--- src/sv/bcdcpf_pkg.sv ---
// ----------------------------------------------------------------------------
// bcdcpf_pkg
// Shared types, constants and helper functions for the BCD clock pixel frame.
// ----------------------------------------------------------------------------
package bcdcpf_pkg;

	localparam int unsigned PIXELS    = 28;
	localparam int unsigned IDX_W     = 5;
	localparam int unsigned COLOUR_W  = 24;
	localparam int unsigned TIME_W    = 32;

	localparam logic [IDX_W-1:0] LAST_IDX = IDX_W'(PIXELS - 1);

	// register indexes of the configuration port
	localparam logic CFG_DIGIT_COLOUR = 1'b0;
	localparam logic CFG_COLON_COLOUR = 1'b1;

	// request kinds carried in tuser
	localparam logic REQ_SHOW   = 1'b0;
	localparam logic REQ_REDRAW = 1'b1;

	localparam int unsigned DAY_SECS  = 86400;
	localparam int unsigned HOUR_SECS = 3600;
	localparam int unsigned MIN_SECS  = 60;

	// divide by reciprocal multiplication: q = ((x >> pre) * RECIP) >> post
	//   day:  86400 = 675 << 7, x < 2^32,  post 35
	//   hour:  3600 = 225 << 4, x < 86400, post 21
	//   min:     60 =  15 << 2, x < 3600,  post 14
	// each reciprocal is rounded up and exact over its input range
	localparam logic [25:0] DAY_RECIP  = 26'd50903317;
	localparam logic [13:0] HOUR_RECIP = 14'd9321;
	localparam logic [10:0] MIN_RECIP  = 11'd1093;

	typedef struct packed {
		logic [3:0] h_tens;
		logic [3:0] h_units;
		logic [3:0] m_tens;
		logic [3:0] m_units;
		logic [3:0] s_tens;
		logic [3:0] s_units;
	} digits_t;

	typedef struct packed {
		logic colon;
		logic lit;
	} pix_kind_t;

	// split a value below 60 into tens and units; x*205>>11 is x/10 for x < 1029
	function automatic logic [7:0] to_bcd(input logic [5:0] v);
		logic [13:0] prod;
		logic [3:0]  tens;
		logic [6:0]  tens_x10;
		logic [6:0]  units;
		prod     = 14'(v) * 14'd205;
		tens     = prod[14-1:11] & 4'hF;
		tens_x10 = 7'(tens) * 7'd10;
		units    = 7'(v) - tens_x10;
		return {tens, units[3:0]};
	endfunction

	// which digit bit (or colon) a strip position shows, in snaking order
	function automatic pix_kind_t pixel_kind(input logic [IDX_W-1:0] pos, input digits_t d);
		pix_kind_t  k;
		logic [IDX_W-1:0] off;
		k   = '0;
		off = '0;
		case (pos) inside
			[5'd0:5'd3]: begin
				off   = pos;
				k.lit = d.h_tens[off[1:0]];
			end
			[5'd4:5'd7]: begin
				off   = 5'd7 - pos;
				k.lit = d.h_units[off[1:0]];
			end
			[5'd10:5'd13]: begin
				off   = 5'd13 - pos;
				k.lit = d.m_tens[off[1:0]];
			end
			[5'd14:5'd17]: begin
				off   = pos - 5'd14;
				k.lit = d.m_units[off[1:0]];
			end
			[5'd20:5'd23]: begin
				off   = pos - 5'd20;
				k.lit = d.s_tens[off[1:0]];
			end
			[5'd24:5'd27]: begin
				off   = 5'd27 - pos;
				k.lit = d.s_units[off[1:0]];
			end
			5'd8, 5'd9, 5'd18, 5'd19: begin
				k.colon = 1'b1;
			end
			default: begin
				k = '0;
			end
		endcase
		return k;
	endfunction

endpackage

--- src/sv/bcd_clock_pixel_frame.sv ---
// Pixel beats start once the request has been reduced to digits and queued,
// then one pixel beat per cycle while the sink is ready (28 beats per frame).
// Each request yields one frame of 28 pixel beats; the front reduces the next
// request meanwhile, and a two-entry digit queue lets it run ahead.
// Reset (arst_n low): stored time and both colour registers clear to zero,
// queue and output register empty.
// ----------------------------------------------------------------------------
// bcd_clock_pixel_frame
// Turns an epoch time into a 28-pixel BCD clock frame in snaking strip order.
// ----------------------------------------------------------------------------
module bcd_clock_pixel_frame (
	input  logic        clk,
	input  logic        arst_n,
	input  logic        s_axis_tvalid,
	output logic        s_axis_tready,
	input  logic [31:0] s_axis_tdata,   // [31:0] epoch_seconds
	input  logic        s_axis_tuser,   // [0] req_type
	output logic        m_axis_tvalid,
	input  logic        m_axis_tready,
	output logic [31:0] m_axis_tdata,   // [4:0] pixel_index, [28:5] pixel_value, zero above
	output logic        m_axis_tlast,   // frame_end
	input  logic        cfg_we,
	input  logic        cfg_index,
	input  logic [23:0] cfg_data
);
	import bcdcpf_pkg::*;

	logic [COLOUR_W-1:0] digit_colour_q;
	logic [COLOUR_W-1:0] colon_colour_q;

	logic    push;
	digits_t push_digits;
	logic    q_full;
	logic    pop;
	logic    head_valid;
	digits_t head_digits;

	logic [IDX_W-1:0]    out_index;
	logic [COLOUR_W-1:0] out_value;

	always_ff @(posedge clk or negedge arst_n) begin
		if (!arst_n) begin
			digit_colour_q <= '0;
			colon_colour_q <= '0;
		end else if (cfg_we) begin
			case (cfg_index)
				CFG_DIGIT_COLOUR: digit_colour_q <= cfg_data;
				CFG_COLON_COLOUR: colon_colour_q <= cfg_data;
				default:          digit_colour_q <= digit_colour_q;
			endcase
		end
	end

	bcdcpf_front u_front (
		.clk         (clk),
		.arst_n      (arst_n),
		.in_valid    (s_axis_tvalid),
		.in_ready    (s_axis_tready),
		.in_kind     (s_axis_tuser),
		.in_time     (s_axis_tdata),
		.push        (push),
		.push_digits (push_digits),
		.q_full      (q_full)
	);

	bcdcpf_fifo u_fifo (
		.clk         (clk),
		.arst_n      (arst_n),
		.push        (push),
		.push_digits (push_digits),
		.full        (q_full),
		.pop         (pop),
		.head_valid  (head_valid),
		.head_digits (head_digits)
	);

	bcdcpf_back u_back (
		.clk          (clk),
		.arst_n       (arst_n),
		.head_valid   (head_valid),
		.head_digits  (head_digits),
		.pop          (pop),
		.digit_colour (digit_colour_q),
		.colon_colour (colon_colour_q),
		.out_valid    (m_axis_tvalid),
		.out_ready    (m_axis_tready),
		.out_index    (out_index),
		.out_value    (out_value),
		.out_last     (m_axis_tlast)
	);

	assign m_axis_tdata = {3'b000, out_value, out_index};

endmodule

--- src/sv/bcdcpf_front.sv ---
// ----------------------------------------------------------------------------
// bcdcpf_front
// Accepts time requests, keeps the last shown time and reduces it to six BCD
// digits by reciprocal multiplication, one reduction step a cycle.
// ----------------------------------------------------------------------------
module bcdcpf_front (
	input  logic                           clk,
	input  logic                           arst_n,
	input  logic                           in_valid,
	output logic                           in_ready,
	input  logic                           in_kind,
	input  logic [bcdcpf_pkg::TIME_W-1:0]  in_time,
	output logic                           push,
	output bcdcpf_pkg::digits_t            push_digits,
	input  logic                           q_full
);
	import bcdcpf_pkg::*;

	typedef enum logic [2:0] {
		P_DAY,
		P_TOD,
		P_HR,
		P_HR_REM,
		P_MIN,
		P_SEC,
		P_PUSH
	} phase_t;

	logic              busy_q;
	phase_t            phase_q;
	logic [TIME_W-1:0] rem_q;
	logic [15:0]       days_q;
	logic [4:0]        hrs_q;
	logic [5:0]        mins_q;
	logic [5:0]        secs_q;
	logic [TIME_W-1:0] last_time_q;

	logic              accept;
	logic [50:0]       day_prod;
	logic [32:0]       day_back;
	logic [26:0]       hr_prod;
	logic [16:0]       hr_back;
	logic [20:0]       min_prod;
	logic [11:0]       min_back;
	logic [7:0]        h_bcd;
	logic [7:0]        m_bcd;
	logic [7:0]        s_bcd;

	assign in_ready = !busy_q;
	assign accept   = in_valid && in_ready;

	// whole days, then hours, then minutes of what is left
	assign day_prod = 51'(rem_q[TIME_W-1:7]) * 51'(DAY_RECIP);
	assign day_back = 33'(days_q) * 33'(DAY_SECS);
	assign hr_prod  = 27'(rem_q[16:4]) * 27'(HOUR_RECIP);
	assign hr_back  = 17'(hrs_q) * 17'(HOUR_SECS);
	assign min_prod = 21'(rem_q[11:2]) * 21'(MIN_RECIP);
	assign min_back = 12'(mins_q) * 12'(MIN_SECS);

	assign h_bcd = to_bcd({1'b0, hrs_q});
	assign m_bcd = to_bcd(mins_q);
	assign s_bcd = to_bcd(secs_q);

	assign push = busy_q && (phase_q == P_PUSH) && !q_full;
	assign push_digits = '{
		h_tens:  h_bcd[7:4],
		h_units: h_bcd[3:0],
		m_tens:  m_bcd[7:4],
		m_units: m_bcd[3:0],
		s_tens:  s_bcd[7:4],
		s_units: s_bcd[3:0]
	};

	always_ff @(posedge clk or negedge arst_n) begin
		if (!arst_n) begin
			busy_q      <= 1'b0;
			phase_q     <= P_DAY;
			last_time_q <= '0;
		end else if (accept) begin
			busy_q  <= 1'b1;
			phase_q <= P_DAY;
			if (in_kind == REQ_SHOW) begin
				last_time_q <= in_time;
			end
		end else if (busy_q) begin
			case (phase_q)
				P_DAY:    phase_q <= P_TOD;
				P_TOD:    phase_q <= P_HR;
				P_HR:     phase_q <= P_HR_REM;
				P_HR_REM: phase_q <= P_MIN;
				P_MIN:    phase_q <= P_SEC;
				P_SEC:    phase_q <= P_PUSH;
				P_PUSH: begin
					// hold the digits until the queue has room
					if (!q_full) begin
						busy_q <= 1'b0;
					end
				end
				default: begin
					busy_q <= 1'b0;
				end
			endcase
		end
	end

	// datapath registers
	always_ff @(posedge clk) begin
		if (accept) begin
			rem_q <= (in_kind == REQ_SHOW) ? in_time : last_time_q;
		end else if (busy_q) begin
			case (phase_q)
				P_DAY:    days_q <= day_prod[50:35];
				P_TOD:    rem_q  <= rem_q - day_back[TIME_W-1:0];
				P_HR:     hrs_q  <= hr_prod[25:21];
				P_HR_REM: rem_q  <= rem_q - TIME_W'(hr_back);
				P_MIN:    mins_q <= min_prod[19:14];
				P_SEC:    secs_q <= 6'(rem_q[11:0] - min_back);
				default: begin
					rem_q <= rem_q;
				end
			endcase
		end
	end

	a_push_ends_item: assert property (@(posedge clk) disable iff (!arst_n)
		push |=> in_ready)
		else $error("front still busy after handing off digits");

	a_hold_when_full: assert property (@(posedge clk) disable iff (!arst_n)
		busy_q && (phase_q == P_PUSH) && q_full |=> busy_q)
		else $error("front dropped an item while the queue was full");

endmodule

--- src/sv/bcdcpf_fifo.sv ---
// ----------------------------------------------------------------------------
// bcdcpf_fifo
// Two-entry queue of digit sets between the front and the pixel sequencer.
// ----------------------------------------------------------------------------
module bcdcpf_fifo (
	input  logic                clk,
	input  logic                arst_n,
	input  logic                push,
	input  bcdcpf_pkg::digits_t push_digits,
	output logic                full,
	input  logic                pop,
	output logic                head_valid,
	output bcdcpf_pkg::digits_t head_digits
);
	import bcdcpf_pkg::*;

	digits_t    mem_q [2];
	logic       wptr_q;
	logic       rptr_q;
	logic [1:0] count_q;

	assign full        = (count_q == 2'd2);
	assign head_valid  = (count_q != 2'd0);
	assign head_digits = mem_q[rptr_q];

	always_ff @(posedge clk) begin
		if (push) begin
			mem_q[wptr_q] <= push_digits;
		end
	end

	always_ff @(posedge clk or negedge arst_n) begin
		if (!arst_n) begin
			wptr_q  <= 1'b0;
			rptr_q  <= 1'b0;
			count_q <= '0;
		end else begin
			if (push) begin
				wptr_q <= !wptr_q;
			end
			if (pop) begin
				rptr_q <= !rptr_q;
			end
			case ({push, pop})
				2'b10:   count_q <= count_q + 2'd1;
				2'b01:   count_q <= count_q - 2'd1;
				default: count_q <= count_q;
			endcase
		end
	end

	a_no_overflow: assert property (@(posedge clk) disable iff (!arst_n)
		!(push && full && !pop) && (count_q != 2'd3))
		else $error("digit queue overflow");

endmodule

--- src/sv/bcdcpf_back.sv ---
// ----------------------------------------------------------------------------
// bcdcpf_back
// Walks the 28 strip positions of the head digit set and drives one pixel
// beat per cycle, while the sink is ready, through an output register.
// ----------------------------------------------------------------------------
module bcdcpf_back (
	input  logic                             clk,
	input  logic                             arst_n,
	input  logic                             head_valid,
	input  bcdcpf_pkg::digits_t              head_digits,
	output logic                             pop,
	input  logic [bcdcpf_pkg::COLOUR_W-1:0]  digit_colour,
	input  logic [bcdcpf_pkg::COLOUR_W-1:0]  colon_colour,
	output logic                             out_valid,
	input  logic                             out_ready,
	output logic [bcdcpf_pkg::IDX_W-1:0]     out_index,
	output logic [bcdcpf_pkg::COLOUR_W-1:0]  out_value,
	output logic                             out_last
);
	import bcdcpf_pkg::*;

	logic [IDX_W-1:0]    pos_q;
	logic                valid_q;
	logic [IDX_W-1:0]    index_q;
	logic [COLOUR_W-1:0] value_q;
	logic                last_q;

	logic                advance;
	logic                at_end;
	pix_kind_t           kind;
	logic [COLOUR_W-1:0] value_n;

	assign advance = head_valid && (!valid_q || out_ready);
	assign at_end  = (pos_q == LAST_IDX);
	assign pop     = advance && at_end;
	assign kind    = pixel_kind(pos_q, head_digits);
	assign value_n = kind.colon ? colon_colour : (kind.lit ? digit_colour : '0);

	always_ff @(posedge clk or negedge arst_n) begin
		if (!arst_n) begin
			pos_q   <= '0;
			valid_q <= 1'b0;
		end else if (advance) begin
			valid_q <= 1'b1;
			pos_q   <= at_end ? '0 : pos_q + IDX_W'(1);
		end else if (out_ready) begin
			valid_q <= 1'b0;
		end
	end

	always_ff @(posedge clk) begin
		if (advance) begin
			index_q <= pos_q;
			value_q <= value_n;
			last_q  <= at_end;
		end
	end

	assign out_valid = valid_q;
	assign out_index = index_q;
	assign out_value = value_q;
	assign out_last  = last_q;

	a_last_at_end: assert property (@(posedge clk) disable iff (!arst_n)
		out_valid && out_last |-> out_index == LAST_IDX)
		else $error("frame end flagged on the wrong pixel");

	a_frame_runs_on: assert property (@(posedge clk) disable iff (!arst_n)
		out_valid && out_ready && !out_last |=>
			out_valid && (out_index == $past(out_index) + IDX_W'(1)))
		else $error("pixel beats of a frame not contiguous");

endmodule

--- config.mk ---
export PLATFORM = sky130hd
export DESIGN_NAME = bcd_clock_pixel_frame
export DESIGN_NICKNAME = d
export VERILOG_FILES = /design/src/sv/bcdcpf_pkg.sv /design/src/sv/bcd_clock_pixel_frame.sv /design/src/sv/bcdcpf_front.sv /design/src/sv/bcdcpf_fifo.sv /design/src/sv/bcdcpf_back.sv
export SDC_FILE = /design/constraint.sdc
export NUM_CORES = 1
export LEC_CHECK = 0
export ABC_AREA = 1
export ABC_CLOCK_PERIOD_IN_PS = 10650
export BUFFER_PORTS_ARGS = -buffer_cell sky130_fd_sc_hd__buf_2
export CORE_ASPECT_RATIO = 1.4
export CORE_MARGIN = 4
export CORE_UTILIZATION = 71
export DETAILED_ROUTE_END_ITERATION = 7
export GPL_TIMING_DRIVEN = 0
export PLACE_DENSITY = 0.94
export RECOVER_POWER = 25
export SLEW_MARGIN = 20
export SYNTH_ARGS = -nofsm -noshare
export SYNTH_HDL_FRONTEND = slang
export SYNTH_HIERARCHICAL = 1
export SYNTH_SLANG_ARGS = --single-unit
--- constraint.sdc ---
create_clock -name clk -period 10.65 [get_ports clk]
set_clock_uncertainty 0.05 [all_clocks]
set_input_delay 0.5325 -clock clk [delete_from_list [all_inputs] [get_ports clk]]
set_output_delay 0.5325 -clock clk [all_outputs]
set_load 0.03 [all_outputs]
# ---- After elaboration in Yosys (flattened, before gate mapping)
# Memory sizes are Yosys's and may differ from the RTL's.
# Cells that the tools add are included.
dict set report word_totals {
  input_bits 63
  out_inout_bits 35
  ff_bits 189
  mem_bits_rw 40
  mem_count 1
  word_cells 157
}
# memory depth word_bits read_ports rd_ports_with_merged_regs write_ports line
set memory_table {}
lappend memory_table {u_fifo.mem_q 2 20 1 0 1 bcdcpf_fifo.sv:17} ;# digits_t mem_q [2];
dict set report classes {
  addsub 14
  bitwise 2
  magnitude_cmp 18
  n_eq_ne 14
  reduce_logical 34
  mul 12
  n_mux 44
}
# cell count
set op_table {}
lappend op_table {{2-to-1 mux 32 bit} 3}
lappend op_table {{case mux 32 bit (2 select lines)} 1}
lappend op_table {{multiplier 25 x 26 -> 51 bit (second input constant)} 1}
lappend op_table {{2-to-1 mux 24 bit} 2}
lappend op_table {{subtractor 32 x 17 -> 32 bit} 1}
lappend op_table {{subtractor 32 bit} 1}
lappend op_table {{multiplier 6 x 8 -> 14 bit (second input constant)} 2}
lappend op_table {{multiplier 13 x 14 -> 26 bit (second input constant)} 1}
lappend op_table {{multiplier 5 x 8 -> 13 bit (second input constant)} 2}
lappend op_table {{2-to-1 mux 1 bit} 26}
lappend op_table {{multiplier 16 x 10 -> 25 bit (second input constant)} 1}
lappend op_table {{multiplier 10 x 11 -> 20 bit (second input constant)} 1}
lappend op_table {{< comparator 2 x 3 -> 1 bit (second input constant)} 6}
lappend op_table {{case mux 3 bit (6 select lines)} 1}
lappend op_table {{== test 5 bit (second input constant)} 3}
lappend op_table {{<= comparator 5 bit (second input constant)} 3}
lappend op_table {{binary-select mux 1 bit (select 2 bit)} 6}
lappend op_table {{AND reduction 3 bit} 4}
lappend op_table {{subtractor 4 bit} 3}
lappend op_table {{logical AND 1 bit} 11}
lappend op_table {{== test 5 x 4 -> 1 bit (second input constant)} 2}
lappend op_table {{>= comparator 5 x 4 -> 1 bit (second input constant)} 2}
lappend op_table {{>= comparator 5 bit (second input constant)} 2}
lappend op_table {{== test 3 bit (second input constant)} 3}
lappend op_table {{33 further kinds} 50}

# ---- Depth between registers and ports, before layout
dict set report logic_depth {
  ltp_word 11
  mapped_depth 34
  ltp_nobuf 34
}

# ---- By module
# The synthesis kept the hierarchy.
# mod area_each_um2 n_inst cells_each
set modules_own_cells {}
lappend modules_own_cells {bcdcpf_front 25861.1 1 3117}
lappend modules_own_cells {bcdcpf_back 2199.6 1 244}
lappend modules_own_cells {bcdcpf_fifo 2018.2 1 149}
lappend modules_own_cells {bcd_clock_pixel_frame 1913.1 1 213}

# ---- Least setup slack after synthesis
# No wires, ideal clock.
dict set report synth_path {
  path_kind {flip-flop to flip-flop}
  from {register u_front.rem_q[24]}
  to {register u_front.days_q[5] (data pin)}
  setup_slack_ps 4766
  t_arrival_ps 5572
  path_buffers 0
  path_stages_with_launch 22
  setup_time_ps 262
  cell_sequence {edfxtp_1 > inv_1 > fa_1 > inv_1 > ha_1 > inv_1 > fa_1 > fa_1 > inv_1 > fa_1 > inv_1 > fa_1 > fa_1 > inv_1 > ha_1 > a21o_1 > a21oi_1 > a21boi_0 > nor2_1 > nor2_1 > o211ai_2 > xor2_1}
}
dict set report synth_between {
  elab_chain_len 1
}
# item line
set synth_rtl {}
lappend synth_rtl {{start: declaration} bcdcpf_front.sv:31} ;# logic [TIME_W-1:0] rem_q;
lappend synth_rtl {{start signal: assignment} bcdcpf_front.sv:109} ;# rem_q <= (in_kind == REQ_SHOW) ? in_time : last_time_q;
lappend synth_rtl {{start signal: assignment} bcdcpf_front.sv:113} ;# P_TOD: rem_q <= rem_q - day_back[TIME_W-1:0];
lappend synth_rtl {{start signal: assignment} bcdcpf_front.sv:115} ;# P_HR_REM: rem_q <= rem_q - TIME_W'(hr_back);
lappend synth_rtl {{multiplier 25 x 26 -> 51 bit} bcdcpf_front.sv:53} ;# assign day_prod = 51'(rem_q[TIME_W-1:7]) * 51'(DAY_RECIP);
lappend synth_rtl {{via u_front.day_prod[40]} bcdcpf_front.sv:39} ;# logic [50:0] day_prod;
lappend synth_rtl {{end signal: assignment} bcdcpf_front.sv:112} ;# P_DAY: days_q <= day_prod[50:35];
lappend synth_rtl {{end: declaration} bcdcpf_front.sv:32} ;# logic [15:0] days_q;
# The timed path passes the listed nets, and every way through them passes these cells.
# A chain may end at the register's enable or synchronous reset.

# ---- Worst setup path in the final report
dict set report layout_path {
  from {register u_front.rem_q[24]}
  to {register u_front.days_q[4] (data pin)}
}
# The elaborated chain is that of the path after synthesis.

==> impl_metrics.json <==
{
  "cts_tree": "yes",
  "asyncSetResetFlopFracSynth_pct": 39.7,
  "path_cells": "inv_1 -> fa_1 -> inv_1 -> ha_1 -> inv_1 -> fa_1 -> inv_1 -> fa_1 -> inv_1 -> fa_1 -> inv_1 -> fa_1 -> inv_1 -> fa_1 -> inv_1 -> ha_1 -> nand2_1 -> nand2_1 -> a31oi_1 -> a21boi_0 -> nor2_1 -> nor2_1 -> nand3_1 -> xor2_1",
  "fin_nets": 4819,
  "grt_overflow": 0,
  "fin_crit_sh_pct": 65.2,
  "yosysWarnings": 6,
  "timing.setup.tns_ns": 0,
  "ant_nets": 0,
  "wl_um": 91100,
  "setup_viol": 0,
  "port_buffers": 92,
  "required_ns": 10.86,
  "first_pass_iters": 8,
  "synth_edf_count": 143,
  "final_common_cell": "inv_1",
  "clock.fmax_ghz": 0.144,
  "path_common_cell": "inv_1",
  "routed_via_density": 6.17,
  "hp-class": "in2reg",
  "crit_family": "adder cells",
  "crit_arrival_ns": 7.16,
  "cts_max_level": 1,
  "pre_cts_slack_ns": 3.76,
  "tightest_slew_ns": 3.44,
  "num_rows": 91,
  "syn_area_um2": 32000,
  "cts_buffers": 25,
  "route.detailed.drc": 0,
  "utilization_pct": 77.0,
  "grt_setup_unrepaired": "no",
  "fin_ws_ns": 3.70,
  "grt_max_degree": 65,
  "vias": 27300,
  "diodes": 0,
  "io_pins": 98,
  "drv_slew": 97,
  "yosys.area_share.simple_pct": 15.7,
  "die_area_um2": 48600,
  "yosys-top-cells-area": "ha_1, fa_1, edfxtp_1",
  "critical_path_buf_inv_count": 8,
  "synth.largest_area_cell": "ha_1",
  "layout-drive-gt1-share_pct": 7.74,
  "syn_inst": 3723,
  "ys.flop_type": "edfxtp_1",
  "fill_cells": 2803,
  "wl_per_cell_um": 20.6,
  "layout_common_cells": "inv_1, nand2_1, ha_1",
  "drtIter0Drc": 2395,
  "synth_xor_area_share_pct": 2.51,
  "synth-compound-area-share_pct": 8.91,
  "antenna_found_initial": 1,
  "cts_buffer_depth": 3,
  "hold_violations": 0,
  "drv.max_cap_violation_count": 2,
  "synthAdderAreaFrac_pct": 41.6,
  "grt_pass1_vias": 29400,
  "outcome": "finished with violations",
  "grt_pass1_wl_um": 146000,
  "clock_latency_ns": 0.56,
  "initial_core_util_pct": 72.2,
  "syn_to_final_growth_pct": 6.60,
  "die_width_um": 187,
  "grt_usage_pct": 37.2,
  "min_period_ns": 6.95,
  "cp_max_fo": 12,
  "cts_root_buf": "clkbuf_16",
  "critPathSlowestCell": "edfxtp_1",
  "core_area_um2": 44300,
  "critPathMaxStageDelay_ns": 0.91,
  "synth_top_family_by_area": "adder cells",
  "failed_checks": "capacitance limit, slew limit",
  "synth_top_area_share_pct": 24.7,
  "ys_seq_area_share_pct": 20.8,
  "timing.slew.headroom_pct": -130,
  "clk_pin_slew_ns": 0.06,
  "crit_path_end_kind": "register",
  "start_kind": "register",
  "gp_congestion": 0.991,
  "yosysUniqueCellTypes": 61,
  "muxShareOfSynthArea_pct": 0,
  "worst-setup-path-type": "reg2reg",
  "synth.ff_latch_count": 237,
  "dp_hpwl_um": 72500,
  "fp.dieH_um": 259,
  "cts_sinks": 237,
  "synth_area_per_cell_um2": 8.59
}
[cell usage after synthesis, drive strengths merged, types with 28 or more instances]
cell    instances
inv           787
edfxtp        143
a21oi         211
fa            270
xor2           59
nand2         673
xnor2          30
o21ai         201
nor2          201
a21o           28
ha            631
nand3         187
buf            48
dfrtp          94
[final cells by class]
| cell class | instances | area [um2] | area share (%) |
|---|---|---|---|
| multi-input cells | 2640 | 22000 | 64.6 |
| repair buffers | 100 | 563 | 1.65 |
| clock inverters | 11 | 124 | 0.363 |
| plain buffers | 63 | 390 | 1.14 |
| flip-flops and latches | 237 | 6650 | 19.5 |
| well taps | 558 | 698 | 2.05 |
| clock buffers | 35 | 693 | 2.03 |
| inverters | 788 | 2960 | 8.67 |
[layer usage]
metal	wire length, um	global-route usage (%)
met1	30000	39.3
met2	44900	66.0
met3	6890	5.68
met4	9270	30.0
met5	14	0
[registers in the layout, indices dropped and copies added, names as in the netlist, 6 cells and up]
signal,cells
u_front/secs_q,6
digit_colour_q,24
u_front/days_q,16
colon_colour_q,24
u_fifo/mem_q,48
u_back/out_value,24
u_front/rem_q,32
u_front/last_time_q,32
u_front/mins_q,6
[cells by family (layout without fill, tap and decap cells)]
family          count (synthesis)  in the layout
simple gates                 1134           1134
other cells                     2              7
fa+ha+maj                     901            901
xor+xnor                       90             90
buf+inv                       851            997
flops                         237            237
compound gates                508            508
[tightest hold or removal path: stages]
cell and delay [ns]:
buf_2 0.09, nand3_1 0.07, nand2_1 0.06
[stage by stage]
stage | instance area [um2] | hold slack, ns | std cells
floorplan | 32000 | 0.187 | 3728
global placement | 33200 | 0.375 | 4378
detailed placement | 33300 | 0.372 | 4382
CTS | 34100 | 0.184 | 4429
global route | 34100 | 0.199 | 4432
finish | 34100 | 0.189 | 4432
[path summary, 6_finish.rpt]
check	from	endpoint	slack, ns	cells after the start
worst max-delay path	u_front/rem_q[24]$_DFFE_PP_	u_front/days_q[4]$_DFFE_PP_	3.70	24
worst min-delay path	cfg_data[10]	colon_colour_q[10]$_DFFE_PN0P_	0.19	3
worst max register to register	u_front/rem_q[24]$_DFFE_PP_	u_front/days_q[4]$_DFFE_PP_	3.70	24
worst min register to register	u_front/rem_q[0]$_DFFE_PP_	u_front/secs_q[0]$_DFFE_PP_	0.39	0
max in group asynchronous	arst_n	u_front/last_time_q[17]$_DFFE_PN0P_	5.62	3
min in group asynchronous	arst_n	u_back/out_valid$_DFFE_PN0P_	0.92	2
[what timing repair did]
action,in CTS,in global routing
gates resized for setup,0,0
endpoints found under the hold margin,30,0
hold buffers,1,0
buffers inserted,0,0
Power is not shown: default switching activity piles up to over one toggle a cycle in this logic, so the estimate is an artifact.
